===== src/hw/rtl/ted_pkg.sv =====
// ted_pkg: shared widths, reset values and register indexes for the
// touch envelope detector. No dependencies.
package ted_pkg;

    localparam int SAMPLE_W            = 16;
    localparam int SHIFT_W             = 4;
    localparam int CFG_INDEX_W         = 2;
    localparam int CFG_DATA_W          = SHIFT_W;

    localparam logic [SHIFT_W-1:0] DECAY_SHIFT_RESET = 4'd5;
    localparam logic [SHIFT_W-1:0] SWING_SHIFT_RESET = 4'd2;

    localparam logic [CFG_INDEX_W-1:0] REG_DECAY_SHIFT = 2'd0;
    localparam logic [CFG_INDEX_W-1:0] REG_SWING_SHIFT = 2'd1;

endpackage


===== src/hw/rtl/ted_if.sv =====
// ted stream interfaces: sample channel in, touched-flag channel out.
// Depends on ted_pkg for the sample width.
interface ted_sample_if;
    logic                         valid;
    logic                         ready;
    logic [ted_pkg::SAMPLE_W-1:0] sample;

    modport source (output valid, output sample, input ready);
    modport sink   (input valid, input sample, output ready);
endinterface

interface ted_result_if;
    logic valid;
    logic ready;
    logic touched;

    modport source (output valid, output touched, input ready);
    modport sink   (input valid, input touched, output ready);
endinterface


===== src/hw/rtl/touch_envelope_detector_unit.sv =====
// touch_envelope_detector_unit: peak/trough envelope tracker and touch decision.
// Depends on ted_pkg and the stream interfaces in ted_if.sv.
//
// One sample item is accepted per clock unless a stalled output holds it up.
// An accepted item sits in an input register, then the envelope update, span
// check and midpoint compare run combinationally against the peak and trough
// registers, which is what bounds the rate: each item sees the envelope left
// by the one before. A decision then goes from there into the output register.
// Items that make no decision, or repeat the last flag, produce nothing; the
// very first sample after reset only loads the envelope. A stalled output
// only holds up the pipe when the next item would also produce a result.
// Configuration writes are meant to happen while no items are in flight.
module touch_envelope_detector_unit (
    input  logic                            clk,
    input  logic                            rst_n,
    input  logic                            cfg_write,
    input  logic [ted_pkg::CFG_INDEX_W-1:0] cfg_index,
    input  logic [ted_pkg::CFG_DATA_W-1:0]  cfg_data,
    ted_sample_if.sink                      sample_in,
    ted_result_if.source                    result_out
);

    localparam int SAMPLE_BITS = ted_pkg::SAMPLE_W;

    logic [ted_pkg::SHIFT_W-1:0] decay_shift_reg;
    logic [ted_pkg::SHIFT_W-1:0] swing_shift_reg;

    logic                   in_valid_reg;
    logic [SAMPLE_BITS-1:0] in_sample_reg;

    logic [SAMPLE_BITS-1:0] peak_reg;
    logic [SAMPLE_BITS-1:0] trough_reg;
    logic                   primed_reg;
    logic                   decided_reg;
    logic                   last_touched_reg;

    logic out_valid_reg;
    logic out_touched_reg;

    logic [SAMPLE_BITS-1:0] span_now;
    logic [SAMPLE_BITS-1:0] decay;
    logic [SAMPLE_BITS-1:0] hi;
    logic [SAMPLE_BITS-1:0] lo;
    logic [SAMPLE_BITS-1:0] peak_next;
    logic [SAMPLE_BITS-1:0] trough_next;
    logic [SAMPLE_BITS-1:0] span_next;
    logic [SAMPLE_BITS-1:0] swing_limit;
    logic [SAMPLE_BITS:0]   mid_sum;
    logic                   now_touched;
    logic                   emit;
    logic                   fire;
    logic                   out_free;

    // configuration registers
    always_ff @(posedge clk or negedge rst_n)
    begin
        if (!rst_n)
        begin
            decay_shift_reg <= ted_pkg::DECAY_SHIFT_RESET;
            swing_shift_reg <= ted_pkg::SWING_SHIFT_RESET;
        end
        else if (cfg_write)
        begin
            unique case (cfg_index)
                ted_pkg::REG_DECAY_SHIFT: decay_shift_reg <= cfg_data;
                ted_pkg::REG_SWING_SHIFT: swing_shift_reg <= cfg_data;
                default: ;
            endcase
        end
    end

    // envelope update for the item in the input register
    always_comb
    begin
        span_now    = (peak_reg >= trough_reg) ? (peak_reg - trough_reg) : '0;
        decay       = span_now >> decay_shift_reg;
        hi          = (peak_reg >= decay) ? (peak_reg - decay) : '0;
        lo          = trough_reg + decay;
        peak_next   = (in_sample_reg > hi) ? in_sample_reg : hi;
        trough_next = (in_sample_reg < lo) ? in_sample_reg : lo;
        span_next   = (peak_next >= trough_next) ? (peak_next - trough_next) : '0;
        swing_limit = peak_next >> swing_shift_reg;
        mid_sum     = {1'b0, trough_next} + {1'b0, peak_next};
        now_touched = in_sample_reg < mid_sum[SAMPLE_BITS:1];
        emit        = primed_reg && (span_next > swing_limit)
                      && (!decided_reg || (now_touched != last_touched_reg));
    end

    assign out_free = !out_valid_reg || result_out.ready;
    // an item that yields nothing can pass even while the output is stalled
    assign fire     = in_valid_reg && (out_free || !emit);

    assign sample_in.ready    = !in_valid_reg || fire;
    assign result_out.valid   = out_valid_reg;
    assign result_out.touched = out_touched_reg;

    always_ff @(posedge clk or negedge rst_n)
    begin
        if (!rst_n)
        begin
            in_valid_reg <= 1'b0;
        end
        else if (sample_in.ready)
        begin
            in_valid_reg <= sample_in.valid;
        end
    end

    always_ff @(posedge clk)
    begin
        if (sample_in.valid && sample_in.ready)
        begin
            in_sample_reg <= SAMPLE_BITS'(sample_in.sample);
        end
    end

    always_ff @(posedge clk or negedge rst_n)
    begin
        if (!rst_n)
        begin
            peak_reg         <= '0;
            trough_reg       <= '0;
            primed_reg       <= 1'b0;
            decided_reg      <= 1'b0;
            last_touched_reg <= 1'b0;
        end
        else if (fire)
        begin
            if (!primed_reg)
            begin
                peak_reg   <= in_sample_reg;
                trough_reg <= in_sample_reg;
                primed_reg <= 1'b1;
            end
            else
            begin
                peak_reg   <= peak_next;
                trough_reg <= trough_next;
                if (emit)
                begin
                    decided_reg      <= 1'b1;
                    last_touched_reg <= now_touched;
                end
            end
        end
    end

    always_ff @(posedge clk or negedge rst_n)
    begin
        if (!rst_n)
        begin
            out_valid_reg <= 1'b0;
        end
        else if (fire && emit)
        begin
            out_valid_reg <= 1'b1;
        end
        else if (result_out.ready)
        begin
            out_valid_reg <= 1'b0;
        end
    end

    always_ff @(posedge clk)
    begin
        if (fire && emit)
        begin
            out_touched_reg <= now_touched;
        end
    end

    // envelope stays ordered once loaded
    assert property (@(posedge clk) disable iff (!rst_n)
        primed_reg |-> (trough_reg <= peak_reg))
        else $error("trough above peak");

    // a pending item always matches the recorded decision
    assert property (@(posedge clk) disable iff (!rst_n)
        out_valid_reg |-> (decided_reg && (out_touched_reg == last_touched_reg)))
        else $error("pending result disagrees with decision state");

    // a held result is never overwritten while stalled
    assert property (@(posedge clk) disable iff (!rst_n)
        (out_valid_reg && !result_out.ready) |-> !(fire && emit))
        else $error("stalled result overwritten");

endmodule

===== src/flat_wrapper.sv =====
// flat-port wrapper written by rule: the top's interface ports become plain ports
module touch_envelope_detector_unit_flat 
  (clk, rst_n, cfg_write, cfg_index, cfg_data, sample_in_valid, sample_in_sample, sample_in_ready, result_out_valid, result_out_touched, result_out_ready);
  ted_sample_if sample_in_i ();
  ted_result_if result_out_i ();
  input  logic clk;
  input  logic rst_n;
  input  logic cfg_write;
  input  logic [ted_pkg::CFG_INDEX_W-1:0] cfg_index;
  input  logic [ted_pkg::CFG_DATA_W-1:0] cfg_data;
  input wire logic [$bits(sample_in_i.valid)-1:0] sample_in_valid;
  input wire logic [$bits(sample_in_i.sample)-1:0] sample_in_sample;
  output wire logic [$bits(sample_in_i.ready)-1:0] sample_in_ready;
  output wire logic [$bits(result_out_i.valid)-1:0] result_out_valid;
  output wire logic [$bits(result_out_i.touched)-1:0] result_out_touched;
  input wire logic [$bits(result_out_i.ready)-1:0] result_out_ready;
  assign sample_in_i.valid = sample_in_valid;
  assign sample_in_i.sample = sample_in_sample;
  assign sample_in_ready = sample_in_i.ready;
  assign result_out_valid = result_out_i.valid;
  assign result_out_touched = result_out_i.touched;
  assign result_out_i.ready = result_out_ready;
  touch_envelope_detector_unit u_core (.clk(clk), .rst_n(rst_n), .cfg_write(cfg_write), .cfg_index(cfg_index), .cfg_data(cfg_data), .sample_in(sample_in_i), .result_out(result_out_i));
endmodule

===== config.mk =====
export PLATFORM = sky130hd
export DESIGN_NAME = touch_envelope_detector_unit_flat
export DESIGN_NICKNAME = d
export VERILOG_FILES = /design/src/hw/rtl/ted_pkg.sv /design/src/hw/rtl/ted_if.sv /design/src/hw/rtl/touch_envelope_detector_unit.sv /design/src/flat_wrapper.sv
export SDC_FILE = /design/constraint.sdc
export NUM_CORES = 1
export LEC_CHECK = 0
export BUFFER_PORTS_ARGS = -buffer_cell sky130_fd_sc_hd__buf_4
export CAP_MARGIN = 5
export CORE_ASPECT_RATIO = 0.8
export CORE_MARGIN = 3
export CORE_UTILIZATION = 60
export CTS_BUF_LIST = sky130_fd_sc_hd__clkbuf_8
export DETAILED_ROUTE_END_ITERATION = 7
export GPL_TIMING_DRIVEN = 0
export HOLD_SLACK_MARGIN = 0.02
export PLACE_DENSITY_LB_ADDON = 0.05
export RECOVER_POWER = 50
export REMOVE_ABC_BUFFERS = 1
export SYNTH_ARGS = -nofsm -noshare
export SYNTH_HDL_FRONTEND = slang
export SYNTH_SLANG_ARGS = --single-unit

===== constraint.sdc =====
create_clock -name clk -period 14 [get_ports clk]
set_input_delay 3.5 -clock clk [delete_from_list [all_inputs] [get_ports clk]]
set_output_delay 3.5 -clock clk [all_outputs]
set_load 0.01 [all_outputs]

## Word-level counts from Yosys, hierarchy flattened

Index checks and enable logic that the tools add are counted.

| word-level totals | value |
|---|---|
| output and inout port bits | 3 |
| input bits | 27 |
| register bits | 62 |

| operators by class | value |
|---|---|
| reductions and logical operators | 18 |
| add/subtract/negate cells | 5 |
| eq/ne operators | 2 |
| order comparisons | 7 |
| mux-type cells | 9 |
| shift-type cells | 2 |

Operators with widths:

| kind | number |
|---|---|
| 16-bit 2-to-1 mux | 7 |
| 16-bit greater-or-equal comparator | 3 |
| 16-bit subtractor | 3 |
| 16-bit greater-than comparator | 2 |
| 16-bit < comparator | 2 |
| 16-bit by 4-bit right shift with 16-bit output | 2 |
| 16-bit by 16-bit adder with 17-bit output | 1 |
| 16-bit adder | 1 |
| 1-bit logical AND | 5 |
| 1-bit zero test | 4 |
| 1-bit logical OR | 4 |
| 2-bit AND reduction | 2 |
| 3-bit AND reduction | 1 |
| 2-bit by 1-bit == test with 1-bit output, second input constant | 1 |
| 2-bit zero test | 1 |
| 1-bit 2-to-1 mux | 2 |
| 2-bit nonzero test | 1 |
| 1-bit inequality test | 1 |

## Depth between registers and ports, before layout

Gate-level depths: netlist of the first run.

| depth | value |
|---|---|
| depth after elaboration | 17 |
| mapped depth | 54 |
| mapped depth without buffers | 51 |

## Worst setup path after synthesis of the first run

No wires, ideal clock.

| timing path | value |
|---|---|
| kind | reg2out |
| from | register u_core.trough_reg[8] |
| to | output sample_in_ready |
| arrival time | 10187 ps |
| required time | 10500 ps |
| cell stages (with the launch flop) | 52 |
| path slack | 313 ps |
| cell sequence | dfrtp_1 -> inv_1 -> ha_1 -> clkbuf_1 -> a21oi_1 -> nor2_1 -> a211o_1 -> a311o_1 -> or3_1 -> a31oi_1 -> or3_1 -> o311a_1 -> o21ai_1 -> ha_1 -> fa_1 -> and2b_2 -> o21bai_1 -> and4_4 -> [16 not listed] -> o21ai_0 -> a21oi_1 -> o21ai_0 -> a21oi_1 -> a2111oi_0 -> o21ai_0 -> a21oi_1 -> clkbuf_1 -> nor2_1 -> ha_1 -> a21o_1 -> a21o_1 -> a21oi_1 -> o21ai_0 -> a21oi_1 -> o21a_1 -> nor3_1 -> nand2_1 |

| on the way | value |
|---|---|
| longest elaborated chain between the ends | 16 |

RTL lines:

| what | RTL line | source |
|---|---|---|
| start, declared | touch_envelope_detector_unit.sv:32 | `logic [SAMPLE_BITS-1:0] trough_reg;` |
| start signal, assigned | touch_envelope_detector_unit.sv:132 | `trough_reg <= in_sample_reg;` |
| start signal, assigned | touch_envelope_detector_unit.sv:138 | `trough_reg <= trough_next;` |
| 16-bit subtractor / 16-bit greater-or-equal comparator (equally long branches) | touch_envelope_detector_unit.sv:75 | `span_now = (peak_reg >= trough_reg) ? (peak_reg - trough_reg) : '0;` |
| 16-bit 2-to-1 mux | touch_envelope_detector_unit.sv:75 |  |
| 16-bit by 4-bit right shift with 16-bit output | touch_envelope_detector_unit.sv:76 | `decay = span_now >> decay_shift_reg;` |
| 16-bit subtractor / 16-bit greater-or-equal comparator (equally long branches) | touch_envelope_detector_unit.sv:77 | `hi = (peak_reg >= decay) ? (peak_reg - decay) : '0;` |
| 16-bit 2-to-1 mux | touch_envelope_detector_unit.sv:77 |  |
| 16-bit greater-than comparator | touch_envelope_detector_unit.sv:79 | `peak_next = (in_sample_reg > hi) ? in_sample_reg : hi;` |
| 16-bit 2-to-1 mux | touch_envelope_detector_unit.sv:79 |  |
| 16-bit subtractor (tied with other cells) | touch_envelope_detector_unit.sv:81 | `span_next = (peak_next >= trough_next) ? (peak_next - trough_next) : '0;` |
| 16-bit 2-to-1 mux / 16-bit < comparator (equally long branches) | touch_envelope_detector_unit.sv:81, touch_envelope_detector_unit.sv:84 |  |
| 16-bit greater-than comparator / 1-bit inequality test (equally long branches) | touch_envelope_detector_unit.sv:85, touch_envelope_detector_unit.sv:86 |  |
| 1-bit logical AND / 1-bit logical OR (equally long branches) | touch_envelope_detector_unit.sv:85, touch_envelope_detector_unit.sv:86 |  |
| 1-bit logical AND * | touch_envelope_detector_unit.sv:86 | `&& (!decided_reg \|\| (now_touched != last_touched_reg));` |
| 1-bit zero test * | touch_envelope_detector_unit.sv:91 | `assign fire = in_valid_reg && (out_free \|\| !emit);` |
| 1-bit logical OR * | touch_envelope_detector_unit.sv:91 |  |
| 1-bit logical AND * | touch_envelope_detector_unit.sv:91 |  |
| 1-bit logical OR * | touch_envelope_detector_unit.sv:93 | `assign sample_in.ready = !in_valid_reg \|\| fire;` |
| end, declared | flat_wrapper.sv:13 | `output wire logic [$bits(sample_in_i.ready)-1:0] sample_in_ready;` |

Every way passes the cells marked *; elsewhere a longest branch is shown, timed or not.

## Final worst setup path of the first run

| timing path | value |
|---|---|
| from | register u_core.peak_reg[0] |
| to | output sample_in_ready |

| on the way | value |
|---|---|
| longest elaborated chain between the ends | 16 |

RTL lines:

| what | RTL line | source |
|---|---|---|
| start, declared | touch_envelope_detector_unit.sv:31 | `logic [SAMPLE_BITS-1:0] peak_reg;` |
| start signal, assigned | touch_envelope_detector_unit.sv:131 | `peak_reg <= in_sample_reg;` |
| start signal, assigned | touch_envelope_detector_unit.sv:137 | `peak_reg <= peak_next;` |
| 16-bit subtractor / 16-bit greater-or-equal comparator (equally long branches) | touch_envelope_detector_unit.sv:75 |  |
| 16-bit 2-to-1 mux | touch_envelope_detector_unit.sv:75 |  |
| 16-bit by 4-bit right shift with 16-bit output | touch_envelope_detector_unit.sv:76 |  |
| 16-bit subtractor / 16-bit greater-or-equal comparator (equally long branches) | touch_envelope_detector_unit.sv:77 |  |
| 16-bit 2-to-1 mux | touch_envelope_detector_unit.sv:77 |  |
| 16-bit greater-than comparator | touch_envelope_detector_unit.sv:79 |  |
| 16-bit 2-to-1 mux | touch_envelope_detector_unit.sv:79 |  |
| 16-bit subtractor (tied with other cells) | touch_envelope_detector_unit.sv:81 |  |
| 16-bit 2-to-1 mux / 16-bit < comparator (equally long branches) | touch_envelope_detector_unit.sv:81, touch_envelope_detector_unit.sv:84 |  |
| 16-bit greater-than comparator / 1-bit inequality test (equally long branches) | touch_envelope_detector_unit.sv:85, touch_envelope_detector_unit.sv:86 |  |
| 1-bit logical AND / 1-bit logical OR (equally long branches) | touch_envelope_detector_unit.sv:85, touch_envelope_detector_unit.sv:86 |  |
| 1-bit logical AND * | touch_envelope_detector_unit.sv:86 |  |
| 1-bit zero test * | touch_envelope_detector_unit.sv:91 |  |
| 1-bit logical OR * | touch_envelope_detector_unit.sv:91 |  |
| 1-bit logical AND * | touch_envelope_detector_unit.sv:91 |  |
| 1-bit logical OR * | touch_envelope_detector_unit.sv:93 |  |

Marks and branches as above.

==> results.toml, run 1 <==
[run_status]
run_status = "complete, but fails checks"
failed_checks = "max-capacitance violations, max-slew violations, negative setup slack"

[route]
drt-pass1-iter-count = 6
vias = 10900
route.detailed.wl_per_inst_microns = 23.7
ant_nets = 0
drtIter0Drc = 1435
drt_drc_violations_left = 0
route.detailed.vias_per_inst = 6.94
route.final.wire_length_microns = 37000

[worst_hold_path]
hp-start = "u_core.decided_reg$_DFFE_PN0P_"
worstHoldEndpoint = "u_core.decided_reg$_DFFE_PN0P_"
worstHoldPathType = "reg -> reg"
timing.hold.worst_path_depth = 1

[clocking]
clk_path_buf_depth = 2
cts_tree = "built"
cts_inserted_buffers = 9
holdBufCountCts = 0
cts.root.buffer_cell = "clkbuf_8"
clock-sinks = 62
clock_latency_ns = 0.37
cts-htree-levels = 3
cts_clock_pin_slew_for_the_worst_setup_and_hold_paths_ns = 0.09

[global_route]
grt_first_pass_wirelength_microns = 53300
grt_start_max_net_pins = 46
grt_usage = 0.374
antenna_violations_before_repair = 0
grt_overflow_total = 0
vias_in_the_first_global_route = 9595

[timing]
rsz_0062_raised_after_global_routing = "true"
fin_crit_ns = 14.30
final.period_utilization = 1.02
timing.final.setup_violations = 1
worst-slew-pin-transition_ns = 2.65
final_critical_path_setup_slack_ns = -0.297
finalHoldViolCount = 0
final_number_of_max_transition_violations = 46
timing.clock.skew_ns = 0.0199
maxClockFrequency_mhz = 69.9
slew_headroom = -0.767

[flow_run]
cap_viol_max_count = 1

[logic_synthesis]
synth-simple-area-share = 0.189
synth.cell_area_sq_um = 10000
multiplexer_area_fraction_after_synthesis = 0.0726
yosys-top-cells-count = "141 x ha_1, 100 x inv_1, 97 x nor2_1"
synth_compound_gate_area_share = 0.280
post_synth_inst_count = 1244
flip_flop_and_latch_count_after_synthesis = 62
ys_seq_area_frac = 0.164
synth_edf_count = 17
post-synth-top-area-fraction = 0.176
synth_top_flop_cell = "dfrtp_1"
synth_warnings = 0
synth-async-reset-ratio = 0.726
post_synth_fa_ha_maj_area_fraction = 0.186
cells_taking_the_most_area_after_synthesis = "ha_1 18%, dfrtp_1 10%, edfxtp_1 5.1%"
yosys.cell_count.top_type = "ha_1"
synthesis.area_per_instance_sq_um = 8.06
synthDistinctLibCells = 103
main_combinational_cell_family_by_area_after_synthesis = "compound AO/OA/AOI/OAI gates"
synth.largest_area_cell = "ha_1"
post_synth_xor_area_fraction = 0.0410

[critical_path]
endpoint_kind = "output port"
path_common_cell = "buf_4"
capturing_point_of_the_worst_reg2reg_path = "u_core.trough_reg[15]$_DFFE_PN0N_"
reg2reg_setup_slack_ns = 1.76
worst_setup_path_start_kind = "register"
worstPathArrival_ns = 10.80
worstPathRequired_ns = 10.50
critical_path.max_fanout = 6
crit_path_top_delay_cell = "fa_2"
path_class = "reg -> out"
timing.critical_path.slowest_cell_delay_ns = 0.41
r2r.worst_path.cells = 58
worst_r2r_startpoint = "u_core.peak_reg[0]$_DFFE_PN0N_"

[final_layout]
fillerInstances = 1052
area.sequential_sq_um = 1650
area_delta_synth_final_pct = 28.3
finalNetCount = 1517
multiInputGateArea_sq_um = 9170
drive_above_1_share = 0.314
design_area_sq_um = 12900
antenna-diode-count = 0

[placement]
buffer_ports.inserted = 29
dp_hpwl_microns = 24900
place_ws_ns = -2.88
placed_area_sq_um = 10300
finalWeightedCongestion = 0.980

[floorplan]
start_util = 0.625
top_level_ports = 30
fp.dieArea_sq_um = 18300
die_x_microns = 151
core_sq_um = 16100
die_height_microns = 122
core.rowCount = 41
==> cells by family after synthesis <==
group,Yosys count
XOR/XNOR,47
flip-flops,62
multiplexers,58
AO/OA/AOI/OAI,397
buffers and inverters,158
adder cells (fa/ha/maj),146
AND/OR/NAND/NOR,376
==> stage by stage <==
step                      hold slack, ns  utilization  TNS, ns  instances
final                              0.521        0.801   -0.297       1564
after global routing               0.533        0.801   -0.525       1564
after CTS                          0.494        0.733        0       1518
after detailed placement           0.475        0.644   -23.18       1440
after global placement             0.463        0.637  -145.25       1433
after floorplan                    0.450            -   -0.833       1189
==> cell type report <==
class	count	share of cell area
inverters	103	0.0304
clock buffers	9	0.00963
multi-input cells	1026	0.713
well taps	215	0.0209
repair buffers	142	0.0922
flip-flops and latches	62	0.128
clock inverters	7	0.00632
==> worst max-delay path, delay by kind of cell (launching register included) <==
family,cells,cell delay (ns)
buffers and inverters,11,1.40
adders and majority gates,7,1.84
muxes,1,0.30
AOI/OAI and AO/OA,22,4.35
DFF,1,0.40
and+or+nand+nor,12,2.07
==> metal layers <==
layer / part of all wire / track usage / vias to the layer above / routed length (microns)
met3: 0.12 / 0.0870 / 100 / 4470
met1: 0.43 / 0.560 / 5163 / 15900
li1: - / - / 4870 / -
met4: 0.026 / 0.0829 / 0 / 975
met2: 0.42 / 0.547 / 723 / 15700
met5: 0 / 0 / - / 0
==> how the worst max path moves through the flow <==
stage                                          start               to  slack, ns  depth (start not counted)
floorplan           u_core.trough_reg[0]$_DFFE_PN0N_  sample_in_ready      -0.83                         44
global placement    u_core.trough_reg[0]$_DFFE_PN0N_  sample_in_ready      -4.32                         44
global route          u_core.peak_reg[0]$_DFFE_PN0N_  sample_in_ready      -0.53                         52
detailed placement  u_core.trough_reg[0]$_DFFE_PN0N_  sample_in_ready      -2.88                         47
CTS                   u_core.peak_reg[0]$_DFFE_PN0N_  sample_in_ready       0.01                         50
finish                u_core.peak_reg[0]$_DFFE_PN0N_  sample_in_ready      -0.30                         53
==> placed cells by master, fill, tap and decap left out, types with 19 or more instances in the layout <==
master,n
a21oi_1,54
buf_4,109
a211oi_1,31
inv_1,89
nand3_1,22
a21o_1,48
o21ai_0,37
nand2_1,80
nor3_1,24
ha_4,24
xnor2_1,28
nor2_1,90
dfrtp_1,38
ha_1,107
o21ai_1,19
==> what timing repair did <==
item | 4_1_cts | 5_1_grt
buffers inserted | 60 | 47
pin swaps | 52 | 99
endpoints found under the hold margin | 0 | 0
endpoints found under the setup margin | 50 | 1
resized for setup | 153 | 143
gates cloned | 2 | 1
Power of run 1 is not shown: default switching activity piles up to over one toggle a cycle in this logic, so the estimate is an artifact.
==> inputs of run 2 (changes only) <==
CORE_UTILIZATION = 28   (was 60)
HOLD_SLACK_MARGIN = 0.03   (was 0.02)
==> run 2 against run 1 <==
The run still ends with max-capacitance violations, max-slew violations, negative setup slack left. Utilization down 41 points. First-iteration DRC count down 54%. Cell area up 5.3%. Worst hold slack worse by 0.018 ns. Sequential share of layout area down 0.59 points. Count of clock-buffer cells in the layout up 2. Highest routed layer unchanged. Clock skew down 0.00088 ns. Via count down 8.5%. Worst setup slack better by 0.25 ns. Sequential cell count unchanged. Wire length up 8.0%. Critical path depth down 6.
==> results.toml, run 2 (synthesized netlist as in run 1, its figures left out) <==
[run_status]
run_status = "complete, but fails checks"
failed_checks = "max-capacitance violations, max-slew violations, negative setup slack"

[global_route]
grt_overflow_total = 0
vias_in_the_first_global_route = 9632
grt_usage = 0.209
grt_start_max_net_pins = 51
grt_first_pass_wirelength_microns = 60400
antenna_violations_before_repair = 1

[critical_path]
timing.critical_path.slowest_cell_delay_ns = 0.44
crit_path_top_delay_cell = "dfrtp_2"
endpoint_kind = "output port"
worstPathArrival_ns = 10.54
path_class = "reg -> out"
worstPathRequired_ns = 10.50
critical_path.max_fanout = 6
worst_setup_path_start_kind = "register"

[floorplan]
fp.dieArea_sq_um = 38100
die_height_microns = 175
die_x_microns = 218
top_level_ports = 30
core.rowCount = 61
core_sq_um = 35000
start_util = 0.286

[route]
drt-pass1-iter-count = 5
drtIter0Drc = 654
route.final.wire_length_microns = 40000
route.detailed.vias_per_inst = 5.42
route.detailed.wl_per_inst_microns = 21.8
vias = 9930
ant_nets = 0
drt_drc_violations_left = 0

[final_layout]
antenna-diode-count = 0
area_delta_synth_final_pct = 35.0
layout_common_cells = "111 x buf_4, 105 x ha_1, 93 x inv_1, 92 x nor2_1, 79 x nand2_1"
finalNetCount = 1528
layout.cells.most_common = "buf_4"
drive_above_1_share = 0.332
finish.cell_count_without_fillers = 1832

[worst_hold_path]
worstHoldPathType = "reg -> reg"

[clocking]
cts_tree = "built"
cts-htree-levels = 3
cts_inserted_buffers = 9
clock_latency_ns = 0.41
cts.root.buffer_cell = "clkbuf_8"
cts_clock_pin_slew_for_the_worst_setup_and_hold_paths_ns = 0.07
clk_path_buf_depth = 2
clock-sinks = 62

[timing]
final_critical_path_setup_slack_ns = -0.0435
worst-slew-pin-transition_ns = 2.87
holdWs_ns = 0.503
timing.final.setup_violations = 1
timing.clock.skew_ns = 0.0190
rsz_0062_raised_after_global_routing = "true"
maxClockFrequency_mhz = 71.2
slew_headroom = -0.914
final_number_of_max_transition_violations = 46
finalHoldViolCount = 0
fin_crit_ns = 14.04
final.period_utilization = 1.00

[placement]
place_ws_ns = -3.76
dp_hpwl_microns = 30600
dpl.cell_count = 1699
finalWeightedCongestion = 0.827
buffer_ports.inserted = 29

[flow_run]
cap_viol_max_count = 1
-- run 2: what timing repair did --
| item | CTS | global route |
|---|---|---|
| gates cloned | 3 | 1 |
| hold endpoints to repair | 0 | 0 |
| buffers inserted | 62 | 52 |
| setup endpoints to repair | 54 | 1 |
| resized for setup | 213 | 134 |
| pin swaps | 69 | 106 |
| hold buffers | 0 | 0 |
-- run 2: worst max-delay path: cells and delay by family, from the launching register on --
kind / cells / cell delay (ns)
DFF: 1 / 0.44
muxes: 1 / 0.33
adders and majority gates: 5 / 1.31
and+or+nand+nor: 16 / 2.76
AOI/OAI and AO/OA: 20 / 4.55
buffers and inverters: 5 / 0.71
-- run 2: area by class of cell --
cell class | instances | area [sq um]
fillers | 3632 | 21500
flip-flops and latches | 62 | 1650
inverters | 103 | 392
clock buffers | 11 | 151
repair buffers | 154 | 1290
clock inverters | 5 | 50.0
multi-input cells | 1025 | 9420
well taps | 472 | 591
-- run 2: metal layers --
| layer | wire (microns) | vias to the layer above | GRT usage |
|---|---|---|---|
| met5 | 0 | - | 0 |
| met4 | 249 | 0 | 0.0318 |
| met3 | 1770 | 19 | 0.0370 |
| met2 | 16800 | 194 | 0.307 |
| met1 | 21100 | 4842 | 0.322 |
| li1 | - | 4875 | - |
-- run 2: path summary, 6_finish.rpt --
path | startpoint | slack [ns] | cells after the start | end
min in group asynchronous | rst_n | 4.01 | 1 | u_core.trough_reg[13]$_DFFE_PN0N_
max in group asynchronous | rst_n | 8.13 | 1 | u_core.peak_reg[1]$_DFFE_PN0N_
hold / removal | u_core.peak_reg[0]$_DFFE_PN0N_ | 0.50 | 1 | u_core.peak_reg[0]$_DFFE_PN0N_
setup / recovery | u_core.peak_reg[8]$_DFFE_PN0N_ | -0.04 | 47 | sample_in_ready
hold reg to reg | u_core.peak_reg[0]$_DFFE_PN0N_ | 0.50 | 1 | u_core.peak_reg[0]$_DFFE_PN0N_
setup reg to reg | u_core.peak_reg[8]$_DFFE_PN0N_ | 2.25 | 52 | u_core.trough_reg[2]$_DFFE_PN0N_
-- run 2: stage by stage --
stage | area (sq um) | TNS [ns] | utilization
floorplan | 9740 | -0.833 | -
global placement | 10500 | -241.23 | 0.301
detailed placement | 10700 | -62.46 | 0.304
CTS | 12400 | -0.127 | 0.354
global route | 13500 | -0.512 | 0.387
finish | 13500 | -0.0435 | 0.387
Power of run 2 is left out for the same reason.
